===== config.mk =====
export PLATFORM = sky130hd
export DESIGN_NAME = midpoint_circle_point_generator
export DESIGN_NICKNAME = d
export VERILOG_FILES = /design/src/rtl/mcpg_pkg.sv /design/src/rtl/mcpg_front.sv /design/src/rtl/mcpg_queue.sv /design/src/rtl/mcpg_back.sv /design/src/rtl/midpoint_circle_point_generator.sv
export VERILOG_INCLUDE_DIRS = /design/src /design/src/rtl
export SDC_FILE = /design/constraint.sdc
export NUM_CORES = 1
export LEC_CHECK = 0
export ABC_AREA = 0
export BUFFER_PORTS_ARGS = -buffer_cell sky130_fd_sc_hd__buf_2
export CORE_ASPECT_RATIO = 1.25
export CORE_UTILIZATION = 50
export CTS_BUF_LIST = sky130_fd_sc_hd__clkbuf_16
export CTS_CLUSTER_SIZE = 16
export DETAILED_ROUTE_END_ITERATION = 6
export GPL_ROUTABILITY_DRIVEN = 1
export PLACE_DENSITY_LB_ADDON = 0.08
export SETUP_SLACK_MARGIN = 0.3
export SKIP_LAST_GASP = 1
export SLEW_MARGIN = 20
export SYNTH_ARGS = -nofsm -noshare
export SYNTH_HDL_FRONTEND = slang
export SYNTH_HIERARCHICAL = 1
export SYNTH_SLANG_ARGS = --single-unit

===== constraint.sdc =====
create_clock -name i_clk -period 6.9 [get_ports i_clk]
set_clock_uncertainty 0.2 [all_clocks]
set_input_delay 1.38 -clock i_clk [delete_from_list [all_inputs] [get_ports i_clk]]
set_output_delay 1.38 -clock i_clk [all_outputs]
set_load 0.01 [all_outputs]

===== src/rtl/midpoint_circle_point_generator_macros.svh =====
// assertion helpers shared by the rtl files
// every module that asserts has i_clk and the active-low i_rst_n
`ifndef MIDPOINT_CIRCLE_POINT_GENERATOR_MACROS_SVH
`define MIDPOINT_CIRCLE_POINT_GENERATOR_MACROS_SVH

// same-cycle implication
`define MCPG_ASSERT_IMPL(label, ante, cons, msg) \
    label: assert property (@(posedge i_clk) disable iff (!i_rst_n) \
        (ante) |-> (cons)) else $error(msg);

// next-cycle implication
`define MCPG_ASSERT_NEXT(label, ante, cons, msg) \
    label: assert property (@(posedge i_clk) disable iff (!i_rst_n) \
        (ante) |=> (cons)) else $error(msg);

`endif


===== src/rtl/mcpg_pkg.sv =====
package mcpg_pkg;

    // default coordinate width
    localparam int COORD_BITS_DEF = 10;

    // input item kinds
    localparam logic KIND_START = 1'b0;
    localparam logic KIND_STEP  = 1'b1;

    // points emitted per group
    localparam int NUM_POINTS = 8;

    // group queue depth between the front and the back
    localparam int QUEUE_DEPTH = 2;

    // decision constants of the midpoint method
    localparam int DEC_START  = 3;
    localparam int DEC_INC_X  = 6;
    localparam int DEC_INC_XY = 10;

endpackage


===== src/rtl/mcpg_front.sv =====
`include "midpoint_circle_point_generator_macros.svh"

module mcpg_front #(
    parameter int COORD_BITS = mcpg_pkg::COORD_BITS_DEF
) (
    input  logic                    i_clk,
    input  logic                    i_rst_n,
    input  logic                    i_in_valid,
    output logic                    o_in_ready,
    input  logic                    i_kind,
    input  logic [COORD_BITS-1:0]   i_center_x,
    input  logic [COORD_BITS-1:0]   i_center_y,
    input  logic [COORD_BITS-2:0]   i_radius,
    output logic                    o_push,
    output logic [4*COORD_BITS+1:0] o_desc,
    input  logic                    i_full
);
    import mcpg_pkg::*;

    localparam int DecBits = COORD_BITS + 4;
    localparam int CmpBits = COORD_BITS + 2;

    logic                      r_active, n_active;
    logic [COORD_BITS-1:0]     r_x, n_x;
    logic [COORD_BITS:0]       r_y, n_y;
    logic signed [DecBits-1:0] r_d, n_d;
    logic [COORD_BITS-1:0]     r_cx, n_cx;
    logic [COORD_BITS-1:0]     r_cy, n_cy;

    logic                      w_accept;
    logic                      w_done;
    logic signed [DecBits-1:0] w_xe, w_ye;
    logic signed [CmpBits-1:0] w_nx, w_ny;

    assign o_in_ready = !i_full;
    assign w_accept   = i_in_valid && !i_full;

    // classify the transaction and advance the offsets
    always_comb begin
        n_active = r_active;
        n_x      = r_x;
        n_y      = r_y;
        n_d      = r_d;
        n_cx     = r_cx;
        n_cy     = r_cy;
        o_push   = 1'b0;
        w_xe     = signed'(DecBits'(r_x));
        w_ye     = signed'(DecBits'(r_y));
        if (w_accept) begin
            if (i_kind == KIND_START) begin
                n_cx     = i_center_x;
                n_cy     = i_center_y;
                n_x      = '0;
                n_y      = (COORD_BITS+1)'(i_radius);
                n_d      = signed'(DecBits'(DEC_START))
                           - (signed'(DecBits'(i_radius)) <<< 1);
                n_active = 1'b1;
                o_push   = 1'b1;
            end else if (r_active) begin
                if (r_d[DecBits-1]) begin
                    n_d = r_d + (w_xe <<< 2) + signed'(DecBits'(DEC_INC_X));
                end else begin
                    n_d = r_d + ((w_xe - w_ye) <<< 2)
                          + signed'(DecBits'(DEC_INC_XY));
                    n_y = r_y - 1'b1;
                end
                n_x    = r_x + 1'b1;
                o_push = 1'b1;
            end
        end
        // would the following step carry x past y
        w_nx = signed'(CmpBits'(n_x)) + signed'(CmpBits'(1));
        w_ny = signed'(CmpBits'(n_y))
               - signed'(CmpBits'(n_d[DecBits-1] ? 1'b0 : 1'b1));
        w_done = w_nx > w_ny;
        if (o_push && w_done) begin
            n_active = 1'b0;
        end
    end

    assign o_desc = {w_done, n_y, n_x, n_cy, n_cx};

    // circle state
    always_ff @(posedge i_clk) begin
        if (!i_rst_n) begin
            r_active <= 1'b0;
            r_x      <= '0;
            r_y      <= '0;
            r_d      <= '0;
            r_cx     <= '0;
            r_cy     <= '0;
        end else begin
            r_active <= n_active;
            r_x      <= n_x;
            r_y      <= n_y;
            r_d      <= n_d;
            r_cx     <= n_cx;
            r_cy     <= n_cy;
        end
    end

    `MCPG_ASSERT_NEXT(a_idle_step_stays_idle,
        w_accept && i_kind == KIND_STEP && !r_active, !r_active && $stable(r_x),
        "step while idle changed state")

endmodule


===== src/rtl/mcpg_queue.sv =====
`include "midpoint_circle_point_generator_macros.svh"

module mcpg_queue #(
    parameter int WIDTH = 42
) (
    input  logic             i_clk,
    input  logic             i_rst_n,
    input  logic             i_push,
    input  logic [WIDTH-1:0] i_data,
    output logic             o_full,
    input  logic             i_pop,
    output logic [WIDTH-1:0] o_data,
    output logic             o_empty
);
    import mcpg_pkg::*;

    localparam int PtrBits = (QUEUE_DEPTH > 1) ? $clog2(QUEUE_DEPTH) : 1;
    localparam int CntBits = $clog2(QUEUE_DEPTH + 1);

    logic [WIDTH-1:0]   r_mem [QUEUE_DEPTH];
    logic [PtrBits-1:0] r_wptr, r_rptr;
    logic [CntBits-1:0] r_count;

    assign o_full  = (r_count == CntBits'(QUEUE_DEPTH));
    assign o_empty = (r_count == '0);
    assign o_data  = r_mem[r_rptr];

    // entry storage
    always_ff @(posedge i_clk) begin
        if (i_push) begin
            r_mem[r_wptr] <= i_data;
        end
    end

    // pointers and fill level
    always_ff @(posedge i_clk) begin
        if (!i_rst_n) begin
            r_wptr  <= '0;
            r_rptr  <= '0;
            r_count <= '0;
        end else begin
            if (i_push) begin
                r_wptr <= (r_wptr == PtrBits'(QUEUE_DEPTH - 1)) ? '0 : r_wptr + 1'b1;
            end
            if (i_pop) begin
                r_rptr <= (r_rptr == PtrBits'(QUEUE_DEPTH - 1)) ? '0 : r_rptr + 1'b1;
            end
            if (i_push && !i_pop) begin
                r_count <= r_count + 1'b1;
            end else if (i_pop && !i_push) begin
                r_count <= r_count - 1'b1;
            end
        end
    end

    `MCPG_ASSERT_IMPL(a_push_not_full, i_push, !o_full, "push into full queue")
    `MCPG_ASSERT_IMPL(a_pop_not_empty, i_pop, !o_empty, "pop from empty queue")

endmodule


===== src/rtl/mcpg_back.sv =====
`include "midpoint_circle_point_generator_macros.svh"

module mcpg_back #(
    parameter int COORD_BITS = mcpg_pkg::COORD_BITS_DEF
) (
    input  logic                         i_clk,
    input  logic                         i_rst_n,
    input  logic                         i_empty,
    output logic                         o_pop,
    input  logic [4*COORD_BITS+1:0]      i_desc,
    output logic                         o_out_valid,
    input  logic                         i_out_ready,
    output logic signed [COORD_BITS+1:0] o_point_x,
    output logic signed [COORD_BITS+1:0] o_point_y,
    output logic                         o_group_last,
    output logic                         o_circle_done
);
    import mcpg_pkg::*;

    localparam int PtBits = COORD_BITS + 2;
    localparam int KBits  = $clog2(NUM_POINTS);

    // group being emitted
    logic                  r_cur_valid;
    logic [COORD_BITS-1:0] r_cx, r_cy, r_x;
    logic [COORD_BITS:0]   r_y;
    logic                  r_cur_done;
    logic [KBits-1:0]      r_k;

    // output register
    logic                     r_out_valid;
    logic signed [PtBits-1:0] r_px, r_py;
    logic                     r_last, r_done;

    logic                     w_load, w_emit, w_end;
    logic signed [PtBits-1:0] w_a, w_b, w_px, w_py;

    assign w_load = !r_out_valid || i_out_ready;
    assign w_emit = w_load && r_cur_valid;
    assign w_end  = w_emit && (r_k == KBits'(NUM_POINTS - 1));
    assign o_pop  = (!r_cur_valid || w_end) && !i_empty;

    // octant point k: x offset on points 0,3,4,7 else y, mirrored as k walks round
    always_comb begin
        if (r_k[0] ^ r_k[1]) begin
            w_a = signed'(PtBits'(r_y));
            w_b = signed'(PtBits'(r_x));
        end else begin
            w_a = signed'(PtBits'(r_x));
            w_b = signed'(PtBits'(r_y));
        end
        w_px = r_k[2] ? signed'(PtBits'(r_cx)) - w_a : signed'(PtBits'(r_cx)) + w_a;
        w_py = (r_k[2] ^ r_k[1]) ? signed'(PtBits'(r_cy)) - w_b
                                 : signed'(PtBits'(r_cy)) + w_b;
    end

    // group load and point counter
    always_ff @(posedge i_clk) begin
        if (!i_rst_n) begin
            r_cur_valid <= 1'b0;
            r_k         <= '0;
        end else begin
            if (o_pop) begin
                r_cur_valid <= 1'b1;
            end else if (w_end) begin
                r_cur_valid <= 1'b0;
            end
            if (w_emit) begin
                r_k <= w_end ? '0 : r_k + 1'b1;
            end
        end
    end

    always_ff @(posedge i_clk) begin
        if (o_pop) begin
            {r_cur_done, r_y, r_x, r_cy, r_cx} <= i_desc;
        end
    end

    // output register control
    always_ff @(posedge i_clk) begin
        if (!i_rst_n) begin
            r_out_valid <= 1'b0;
        end else if (w_emit) begin
            r_out_valid <= 1'b1;
        end else if (w_load) begin
            r_out_valid <= 1'b0;
        end
    end

    always_ff @(posedge i_clk) begin
        if (w_emit) begin
            r_px   <= w_px;
            r_py   <= w_py;
            r_last <= w_end;
            r_done <= w_end && r_cur_done;
        end
    end

    assign o_out_valid   = r_out_valid;
    assign o_point_x     = r_px;
    assign o_point_y     = r_py;
    assign o_group_last  = r_last;
    assign o_circle_done = r_done;

    `MCPG_ASSERT_IMPL(a_done_on_last, r_out_valid && r_done, r_last,
        "circle done off the last point of a group")
    `MCPG_ASSERT_IMPL(a_count_needs_group, r_k != '0, r_cur_valid,
        "point counter running without a group")
    `MCPG_ASSERT_NEXT(a_pop_loads_group, o_pop, r_cur_valid && r_k == '0,
        "popped group not loaded")

endmodule


===== src/rtl/midpoint_circle_point_generator.sv =====
// Midpoint circle rasterizer. A start transaction (kind 0) latches center and radius
// and yields the eight symmetric points of offset (0, r); each step transaction
// (kind 1) advances the offsets by one midpoint step and yields the next eight
// points, the eighth flagged group_last, and circle_done on the final point of the
// circle. A step while no circle is open is accepted and yields nothing.
// The front takes one transaction per cycle while the queue is not full and works out
// the new offsets at once; groups wait in a two-entry queue, and the back writes one
// point per cycle into an output register unless the output stalls. A start
// transaction's first point passes through the queue, the back's group register and
// the output register.
module midpoint_circle_point_generator #(
    parameter int COORD_BITS = mcpg_pkg::COORD_BITS_DEF
) (
    input  logic                         i_clk,
    input  logic                         i_rst_n,
    input  logic                         i_in_valid,
    output logic                         o_in_ready,
    input  logic                         i_kind,
    input  logic [COORD_BITS-1:0]        i_center_x,
    input  logic [COORD_BITS-1:0]        i_center_y,
    input  logic [COORD_BITS-2:0]        i_radius,
    output logic                         o_out_valid,
    input  logic                         i_out_ready,
    output logic signed [COORD_BITS+1:0] o_point_x,
    output logic signed [COORD_BITS+1:0] o_point_y,
    output logic                         o_group_last,
    output logic                         o_circle_done
);
    localparam int DescBits = 4 * COORD_BITS + 2;

    logic                w_push, w_pop, w_full, w_empty;
    logic [DescBits-1:0] w_push_desc, w_pop_desc;

    // front: accept and advance
    mcpg_front #(
        .COORD_BITS (COORD_BITS)
    ) u_front (
        .i_clk      (i_clk),
        .i_rst_n    (i_rst_n),
        .i_in_valid (i_in_valid),
        .o_in_ready (o_in_ready),
        .i_kind     (i_kind),
        .i_center_x (i_center_x),
        .i_center_y (i_center_y),
        .i_radius   (i_radius),
        .o_push     (w_push),
        .o_desc     (w_push_desc),
        .i_full     (w_full)
    );

    // group queue
    mcpg_queue #(
        .WIDTH (DescBits)
    ) u_queue (
        .i_clk   (i_clk),
        .i_rst_n (i_rst_n),
        .i_push  (w_push),
        .i_data  (w_push_desc),
        .o_full  (w_full),
        .i_pop   (w_pop),
        .o_data  (w_pop_desc),
        .o_empty (w_empty)
    );

    // back: emit eight points per group
    mcpg_back #(
        .COORD_BITS (COORD_BITS)
    ) u_back (
        .i_clk         (i_clk),
        .i_rst_n       (i_rst_n),
        .i_empty       (w_empty),
        .o_pop         (w_pop),
        .i_desc        (w_pop_desc),
        .o_out_valid   (o_out_valid),
        .i_out_ready   (i_out_ready),
        .o_point_x     (o_point_x),
        .o_point_y     (o_point_y),
        .o_group_last  (o_group_last),
        .o_circle_done (o_circle_done)
    );

endmodule


Yosys cells after proc, flatten, opt, wreduce, memory -nomap -nowiden --
Memory sizes are Yosys's and may differ from the RTL's. A register that Yosys moved wholly into a read port is not among the register bits. Index checks and enable logic that the tools add are counted.
Cells by class: add/subtract/negate cells 19, magnitude comparators 1, eq/ne operators 3, mux-type cells 34, bitwise logic cells 4, reductions and logical operators 23
Operator list (number):
- 10-bit 2-to-1 mux | 7
- 11-bit 2-to-1 mux | 6
- 14-bit 2-to-1 mux | 4
- 10-bit by 11-bit subtractor with 12-bit output | 3
- 10-bit by 11-bit adder with 12-bit output | 2
- 12-bit 2-to-1 mux | 2
- 14-bit by 13-bit adder with 14-bit output | 1
- 14-bit adder | 1
- 14-bit by 4-bit adder with 14-bit output (second input constant) | 1
- 14-bit by 5-bit adder with 14-bit output (second input constant) | 1
- 12-bit > comparator | 1
- 1-bit 2-to-1 mux | 12
- 12-bit subtractor | 1
- 10-bit by 1-bit adder with 11-bit output (second input constant) | 1
- 11-bit by 1-bit subtractor with 11-bit output (second input constant) | 1
- 2-bit by 10-bit subtractor with 11-bit output (first input constant) | 1
- 10-bit by 1-bit adder with 10-bit output (second input constant) | 1
- 1-bit logical AND | 8
- 1-bit logical NOT | 6
- 2-bit nonzero test | 3
- 2-bit 2-to-1 mux | 2
- 2-bit AND reduction | 2
- 3-bit by 1-bit adder with 3-bit output (second input constant) | 1
- 3-bit == test (second input constant) | 1
- other kinds (11) | 15
Storage, ports and cells: flip-flop bits (word level) 91, memory bits (writable) 84, memories 1
Memories:
- u_queue.r_mem | words 2, bits a word 42, read ports 1, clocked after memory_dff 1, write ports 1, line mcpg_queue.sv:20 | logic [WIDTH-1:0] r_mem [QUEUE_DEPTH];

Logic depth before layout (Yosys ltp) --
depth in word-level cells 12, gate-level depth with buffers 32

Hierarchy --
The synthesis kept the hierarchy.
By module, submodules not included:
- mcpg_front | times used 1, cells each 675, area an instance 5207.5 sq um, sequential area each 1101.1 sq um
- mcpg_back | times used 1, cells each 325, area an instance 3940.0 sq um, sequential area each 2142.1 sq um
- mcpg_queue | times used 1, cells each 153, area an instance 3239.4 sq um, sequential area each 2622.5 sq um

Worst setup path before layout --
Ideal clock, no wire load.
kind register to register, start reg u_front.r_x[0], end mem u_queue.r_mem[0][41] (data pin), setup time 252 ps, arrival 6085 ps, path slack 363 ps, stages on the path, launching flop included 32, path buffers 1, cell sequence dfxtp_1 inv_1 ha_1 inv_1 fa_1 a21o_1 a21oi_1 nor2b_1 o21a_1 o41ai_1 xnor2_1 ha_1 ha_1 a21o_1 nor4_1 a221o_1 mux2i_1 nand2_1 and3_1 nor3_1 ha_1 nand2b_1 or4_4 nor2_1 nor2b_1 ha_1 nor2b_1 o21ai_0 nand2_1 o21ai_0 o41ai_4 buf_4
Between the ends: longest elaborated chain between the ends 10, elaborated cells between the ends (all ways) 17
Ends and longest elaborated chain:
- start, declared | line mcpg_front.sv:24 | logic [COORD_BITS-1:0] r_x, n_x;
- start signal, assigned | line mcpg_front.sv:94 | r_x <= n_x;
- 10-bit by 11-bit subtractor with 12-bit output | line mcpg_front.sv:63 | n_d = r_d + ((w_xe - w_ye) <<< 2)
- 14-bit adder | line mcpg_front.sv:63
- 14-bit by 5-bit adder with 14-bit output | line mcpg_front.sv:64 | + signed'(DecBits'(DEC_INC_XY));
- 14-bit 2-to-1 mux | line mcpg_front.sv:60 | if (r_d[DecBits-1]) begin
- 14-bit 2-to-1 mux | line mcpg_front.sv:59 | end else if (r_active) begin
- 14-bit 2-to-1 mux | line mcpg_front.sv:50 | if (i_kind == KIND_START) begin
- 14-bit 2-to-1 mux | line mcpg_front.sv:49 | if (w_accept) begin
- 1-bit 2-to-1 mux | line mcpg_front.sv:74 | - signed'(CmpBits'(n_d[DecBits-1] ? 1'b0 : 1'b1));
- 12-bit subtractor | line mcpg_front.sv:74
- 12-bit > comparator (*) | line mcpg_front.sv:75 | w_done = w_nx > w_ny;
- named net u_front.w_done | line mcpg_front.sv:31 | logic w_done;
- end, declared | line mcpg_queue.sv:20
Mark *: on every way through the listed nets, which the timed path passes. The rest lies on a longest branch. The select of a mux whose other input is x is not followed.

Worst setup path after layout --
start reg u_front.r_x[0], end reg u_front.r_active
Between the ends: longest elaborated chain between the ends 12, elaborated cells between the ends (all ways) 19
Ends and longest elaborated chain:
- 10-bit by 11-bit subtractor with 12-bit output | line mcpg_front.sv:63
- 14-bit adder | line mcpg_front.sv:63
- 14-bit by 5-bit adder with 14-bit output | line mcpg_front.sv:64
- 14-bit 2-to-1 mux | line mcpg_front.sv:60
- 14-bit 2-to-1 mux | line mcpg_front.sv:59
- 14-bit 2-to-1 mux | line mcpg_front.sv:50
- 14-bit 2-to-1 mux | line mcpg_front.sv:49
- 1-bit 2-to-1 mux | line mcpg_front.sv:74
- 12-bit subtractor | line mcpg_front.sv:74
- 12-bit > comparator (*) | line mcpg_front.sv:75
- named net w_push_desc[41] | line midpoint_circle_point_generator.sv:32 | logic [DescBits-1:0] w_push_desc, w_pop_desc;
- 1-bit logical AND (*) | line mcpg_front.sv:76 | if (o_push && w_done) begin
- 2-bit OR reduction (no source line) (*)
- end signal, assigned | line mcpg_front.sv:93 | r_active <= n_active;
- end, declared | line mcpg_front.sv:23 | logic r_active, n_active;
Marked as above. A chain may end at the register's enable or synchronous reset.

==> impl_metrics.prom <==
# TYPE chip_impl_metric gauge
chip_impl_info{name="most_common_cell_in_the_synthesized_netlist",value="edfxtp_1"} 1
chip_impl_metric{name="clkLatencyLatePin",unit="ps"} 520
chip_impl_metric{name="vias_per_cell",unit=""} 5.58
chip_impl_metric{name="path_max_fanout",unit=""} 4
chip_impl_metric{name="via_count",unit=""} 8840
chip_impl_metric{name="total_clock_buffers_created_by_cts",unit=""} 23
chip_impl_metric{name="synthToLayoutAreaGrowth",unit="%"} 13.7
chip_impl_metric{name="net_count_synth",unit=""} 1285
chip_impl_metric{name="avgRoutedWirePerCell",unit="µm"} 18.3
chip_impl_metric{name="fp-row-count",unit=""} 64
chip_impl_metric{name="setup_violations",unit=""} 0
chip_impl_metric{name="first_global_vias",unit=""} 8750
chip_impl_metric{name="initial_antenna_violation_count",unit=""} 0
chip_impl_metric{name="io_buffer_count",unit=""} 61
chip_impl_metric{name="initial_utilization",unit="%"} 50.7
chip_impl_metric{name="fmaxAchievable",unit="MHz"} 153
chip_impl_info{name="startpoint_type",value="flip-flop"} 1
chip_impl_metric{name="finish.utilization",unit="%"} 57.7
chip_impl_metric{name="reg2regPathDepth",unit=""} 32
chip_impl_metric{name="max_slew_margin",unit="%"} 27.0
chip_impl_metric{name="synthesis.yosys.warnings",unit=""} 6
chip_impl_metric{name="cts.reportedPaths.clkPinSlew",unit="ps"} 60
chip_impl_metric{name="die_height",unit="µm"} 178
chip_impl_info{name="crit-reg2reg-capture",value="u_front/r_active"} 1
chip_impl_metric{name="estimated_wirelength_of_the_detail_placed_design",unit="µm"} 21300
chip_impl_metric{name="floorplan_die_area",unit="mm²"} 0.0254
chip_impl_metric{name="synth-seq-cells",unit=""} 217
chip_impl_metric{name="power_per_cell_area",unit="mW/mm²"} 408
chip_impl_metric{name="async_reset_ff_share",unit="%"} 0
chip_impl_metric{name="die_width",unit="µm"} 143
chip_impl_metric{name="final_antenna_net_count",unit=""} 0
chip_impl_metric{name="syn-cell-area",unit="mm²"} 0.0124
chip_impl_metric{name="synth.distinct_cells",unit=""} 80
chip_impl_metric{name="drt_first_pass_iters",unit=""} 6
chip_impl_metric{name="crit_required",unit="ps"} 7130
chip_impl_info{name="criticalPathCategory",value="flip-flop to flip-flop"} 1
chip_impl_info{name="status",value="finished with violations"} 1
chip_impl_metric{name="overall_routing_resource_usage",unit="%"} 23.3
chip_impl_metric{name="cts_buffer_depth",unit=""} 3
chip_impl_info{name="synth.cells.most_frequent",value="152 x edfxtp_1, 104 x nand2_1, 93 x ha_1"} 1
chip_impl_metric{name="timing.reg2reg.setup_slack",unit="ps"} 380
chip_impl_metric{name="whs_path_depth",unit=""} 2
chip_impl_metric{name="floorplan.core_area",unit="mm²"} 0.0244
chip_impl_info{name="yosysTopAreaCell",value="edfxtp_1"} 1
chip_impl_info{name="clock_tree.root_cell",value="clkbuf_16"} 1
chip_impl_info{name="holdCritStartpoint",value="u_front/r_cx[5]"} 1
chip_impl_metric{name="final.period_utilization",unit="%"} 94.6
chip_impl_info{name="critical_path_capture_point_type",value="flip-flop"} 1
chip_impl_info{name="yosys_most_used_dff",value="edfxtp_1"} 1
chip_impl_info{name="worstHoldPathType",value="flip-flop to flip-flop"} 1
chip_impl_metric{name="stdcell_count",unit=""} 1583
chip_impl_metric{name="h-tree-depth",unit=""} 1
chip_impl_metric{name="grt_overflow_total",unit=""} 0
chip_impl_metric{name="cellLeakagePower",unit="nW"} 5.63
chip_impl_info{name="slowest_cell_on_the_critical_path",value="or4_4"} 1
chip_impl_metric{name="layout-drive-gt1-share",unit="%"} 17.6
chip_impl_metric{name="max-cap-violations",unit=""} 0
chip_impl_metric{name="insertedDiodeCount",unit=""} 0
chip_impl_metric{name="clock_period_minus_worst_slack",unit="ps"} 6520
chip_impl_metric{name="num_io_pins",unit=""} 62
chip_impl_info{name="ys_top_cells_by_area",value="edfxtp_1 37%, dfxtp_1 11%, ha_1 9.4%, mux2_2 4.5%, xnor2_1 3.7%"} 1
chip_impl_metric{name="max-vdd-ir-drop",unit="V"} 0.000166
chip_impl_info{name="tritoncts",value="done"} 1
chip_impl_metric{name="ys_seq_area_share",unit="%"} 47.4
chip_impl_info{name="rsz_0062_raised_after_global_routing",value="yes"} 1
chip_impl_info{name="failed_checks",value="design-rule violations"} 1
chip_impl_metric{name="synth_top_area_share",unit="%"} 36.8
chip_impl_metric{name="critPathArrivalTime",unit="ps"} 6760
chip_impl_metric{name="place.detailed.instances",unit=""} 1529
chip_impl_info{name="holdPathEnd",value="u_front/r_cx[5]"} 1
chip_impl_metric{name="finalWirelength",unit="µm"} 29000
chip_impl_metric{name="maxSlewViolCount",unit=""} 0
chip_impl_metric{name="cts_num_sinks",unit=""} 217
chip_impl_metric{name="gp_congestion",unit=""} 0.871
chip_impl_metric{name="synth-edff-count",unit=""} 152
chip_impl_metric{name="finalNetCount",unit=""} 1368
chip_impl_metric{name="synth_area_per_cell",unit="µm²"} 10.7
chip_impl_metric{name="grt_pass1_wl",unit="µm"} 45200
chip_impl_metric{name="synthCells",unit=""} 1153
chip_impl_metric{name="first_iter_violations",unit=""} 401
chip_impl_info{name="rr_startpoint",value="u_front/r_x[0]"} 1
chip_impl_metric{name="worst-slew-pin-transition",unit="ps"} 1100
chip_impl_metric{name="final_hold_viol_count",unit=""} 0
chip_impl_metric{name="remaining_routing_drc_violations",unit=""} 1
chip_impl_metric{name="grt_max_degree",unit=""} 45
chip_impl_metric{name="cp_slowest_stage_delay",unit="ps"} 530
-- repair_timing --
action / CTS / global route
setup endpoints to repair: 3 / 3
hold buffers: 0 / 0
gates cloned: 0 / 0
pin swaps: 4 / 28
resized for setup: 10 / 23
buffers inserted: 0 / 12
-- cell type report --
cell class,instances,area [µm²]
Clock buffer,24,601
Clock inverter,18,121
Fill cell,2135,10300
Inverter,55,206
Multi-Input combinational cell,844,6310
Sequential cell,217,5870
Tap cell,330,413
Timing Repair Buffer,95,561
-- layer usage --
layer	global-route usage [%]	part of all wire, %	vias to the layer above
li1	-	-	4411
met4	11.3	4.0	0
met1	26.1	41	4221
met5	0	0	-
met3	2.36	2.6	62
met2	43.9	53	146
-- sequential cells by signal (all words and copies together) (netlist names), 2 cells and up, named ones only --
signal / cells
u_front/r_x: 10
u_back/r_k: 3
u_queue/r_count: 2
u_front/r_cx: 10
u_back/r_y: 11
u_back/o_point_y: 12
u_back/r_cy: 10
u_queue/r_mem: 84
u_back/r_x: 10
u_front/r_y: 11
u_front/r_cy: 10
u_front/r_d: 13
u_back/o_point_x: 12
u_back/r_cx: 10
-- worst max path at each step --
stage / startpoint / end / slack (ps) / depth (start not counted)
floorplan: u_front/r_x[0] / u_queue/r_mem[0][41] / 360 / 31
global placement: u_front/r_x[0] / u_front/r_active / 20 / 32
detailed placement: u_front/r_x[0] / u_front/r_active / -160 / 32
CTS: u_front/r_x[0] / u_front/r_active / 330 / 31
global route: u_front/r_x[0] / u_front/r_active / 100 / 32
finish: u_front/r_x[0] / u_front/r_active / 380 / 32
-- kinds of logic (layout without fill, tap and decap cells) --
kind of cell	count (synthesis)	count (layout)	share of synthesized area [%]
buffers and inverters	92	192	3.01
and+or+nand+nor	342	342	14.1
AOI/OAI and AO/OA	242	242	12.6
xor gates and xnor gates	85	85	6.01
DFF	217	217	47.4
adders and majority gates	98	98	10.2
muxes	77	77	6.73
-- through the flow --
stage / instance area, µm² / power (W) / TNS [ps] / hold WS, ps / setup slack [ps]
5_1_grt: 14100 / 0.00615 / 0 / 278 / 101
3_3_place_gp: 13100 / 0.00447 / 0 / 250 / 24.6
3_5_place_dp: 13100 / 0.00451 / -428 / 256 / -156
6_report: 14100 / 0.00575 / 0 / 260 / 375
2_1_floorplan: 12400 / 0.00390 / 0 / 244 / 363
4_1_cts: 13900 / 0.00573 / 0 / 264 / 327
-- critical path: cells and delay by family, from the launching register on --
kind	cells	cell delay, ps
simple gates	10	1420
xor+xnor	1	60
flops	1	320
mux	1	150
compound gates	10	2200
buf+inv	4	420
fa+ha+maj	6	1670
-- power by group --
group | leakage, nW | switching, W | internal, W
sequential | 1.97 | 0.000131 | 0.00184
combinational | 3.29 | 0.00147 | 0.00114
clock | 0.373 | 0.000499 | 0.000670
-- placed cells by master (no fill, tap or decap), drive strengths merged, types with 9 or more instances in the layout --
| master | n |
|---|---|
| a21o | 11 |
| a21oi | 78 |
| a22oi | 9 |
| and2 | 14 |
| and3 | 10 |
| buf | 95 |
| clkbuf | 24 |
| clkinv | 9 |
| dfxtp | 65 |
| edfxtp | 152 |
| ha | 93 |
| inv | 62 |
| mux2 | 50 |
| mux2i | 27 |
| nand2 | 104 |
| nand2b | 9 |
| nand3 | 19 |
| nor2 | 70 |
| nor2b | 23 |
| nor3 | 29 |
| nor4 | 10 |
| o21a | 16 |
| o21ai | 50 |
| o22ai | 12 |
| or3 | 10 |
| xnor2 | 52 |
| xor2 | 33 |
No activity file was read; power rests on OpenSTA's default activity.
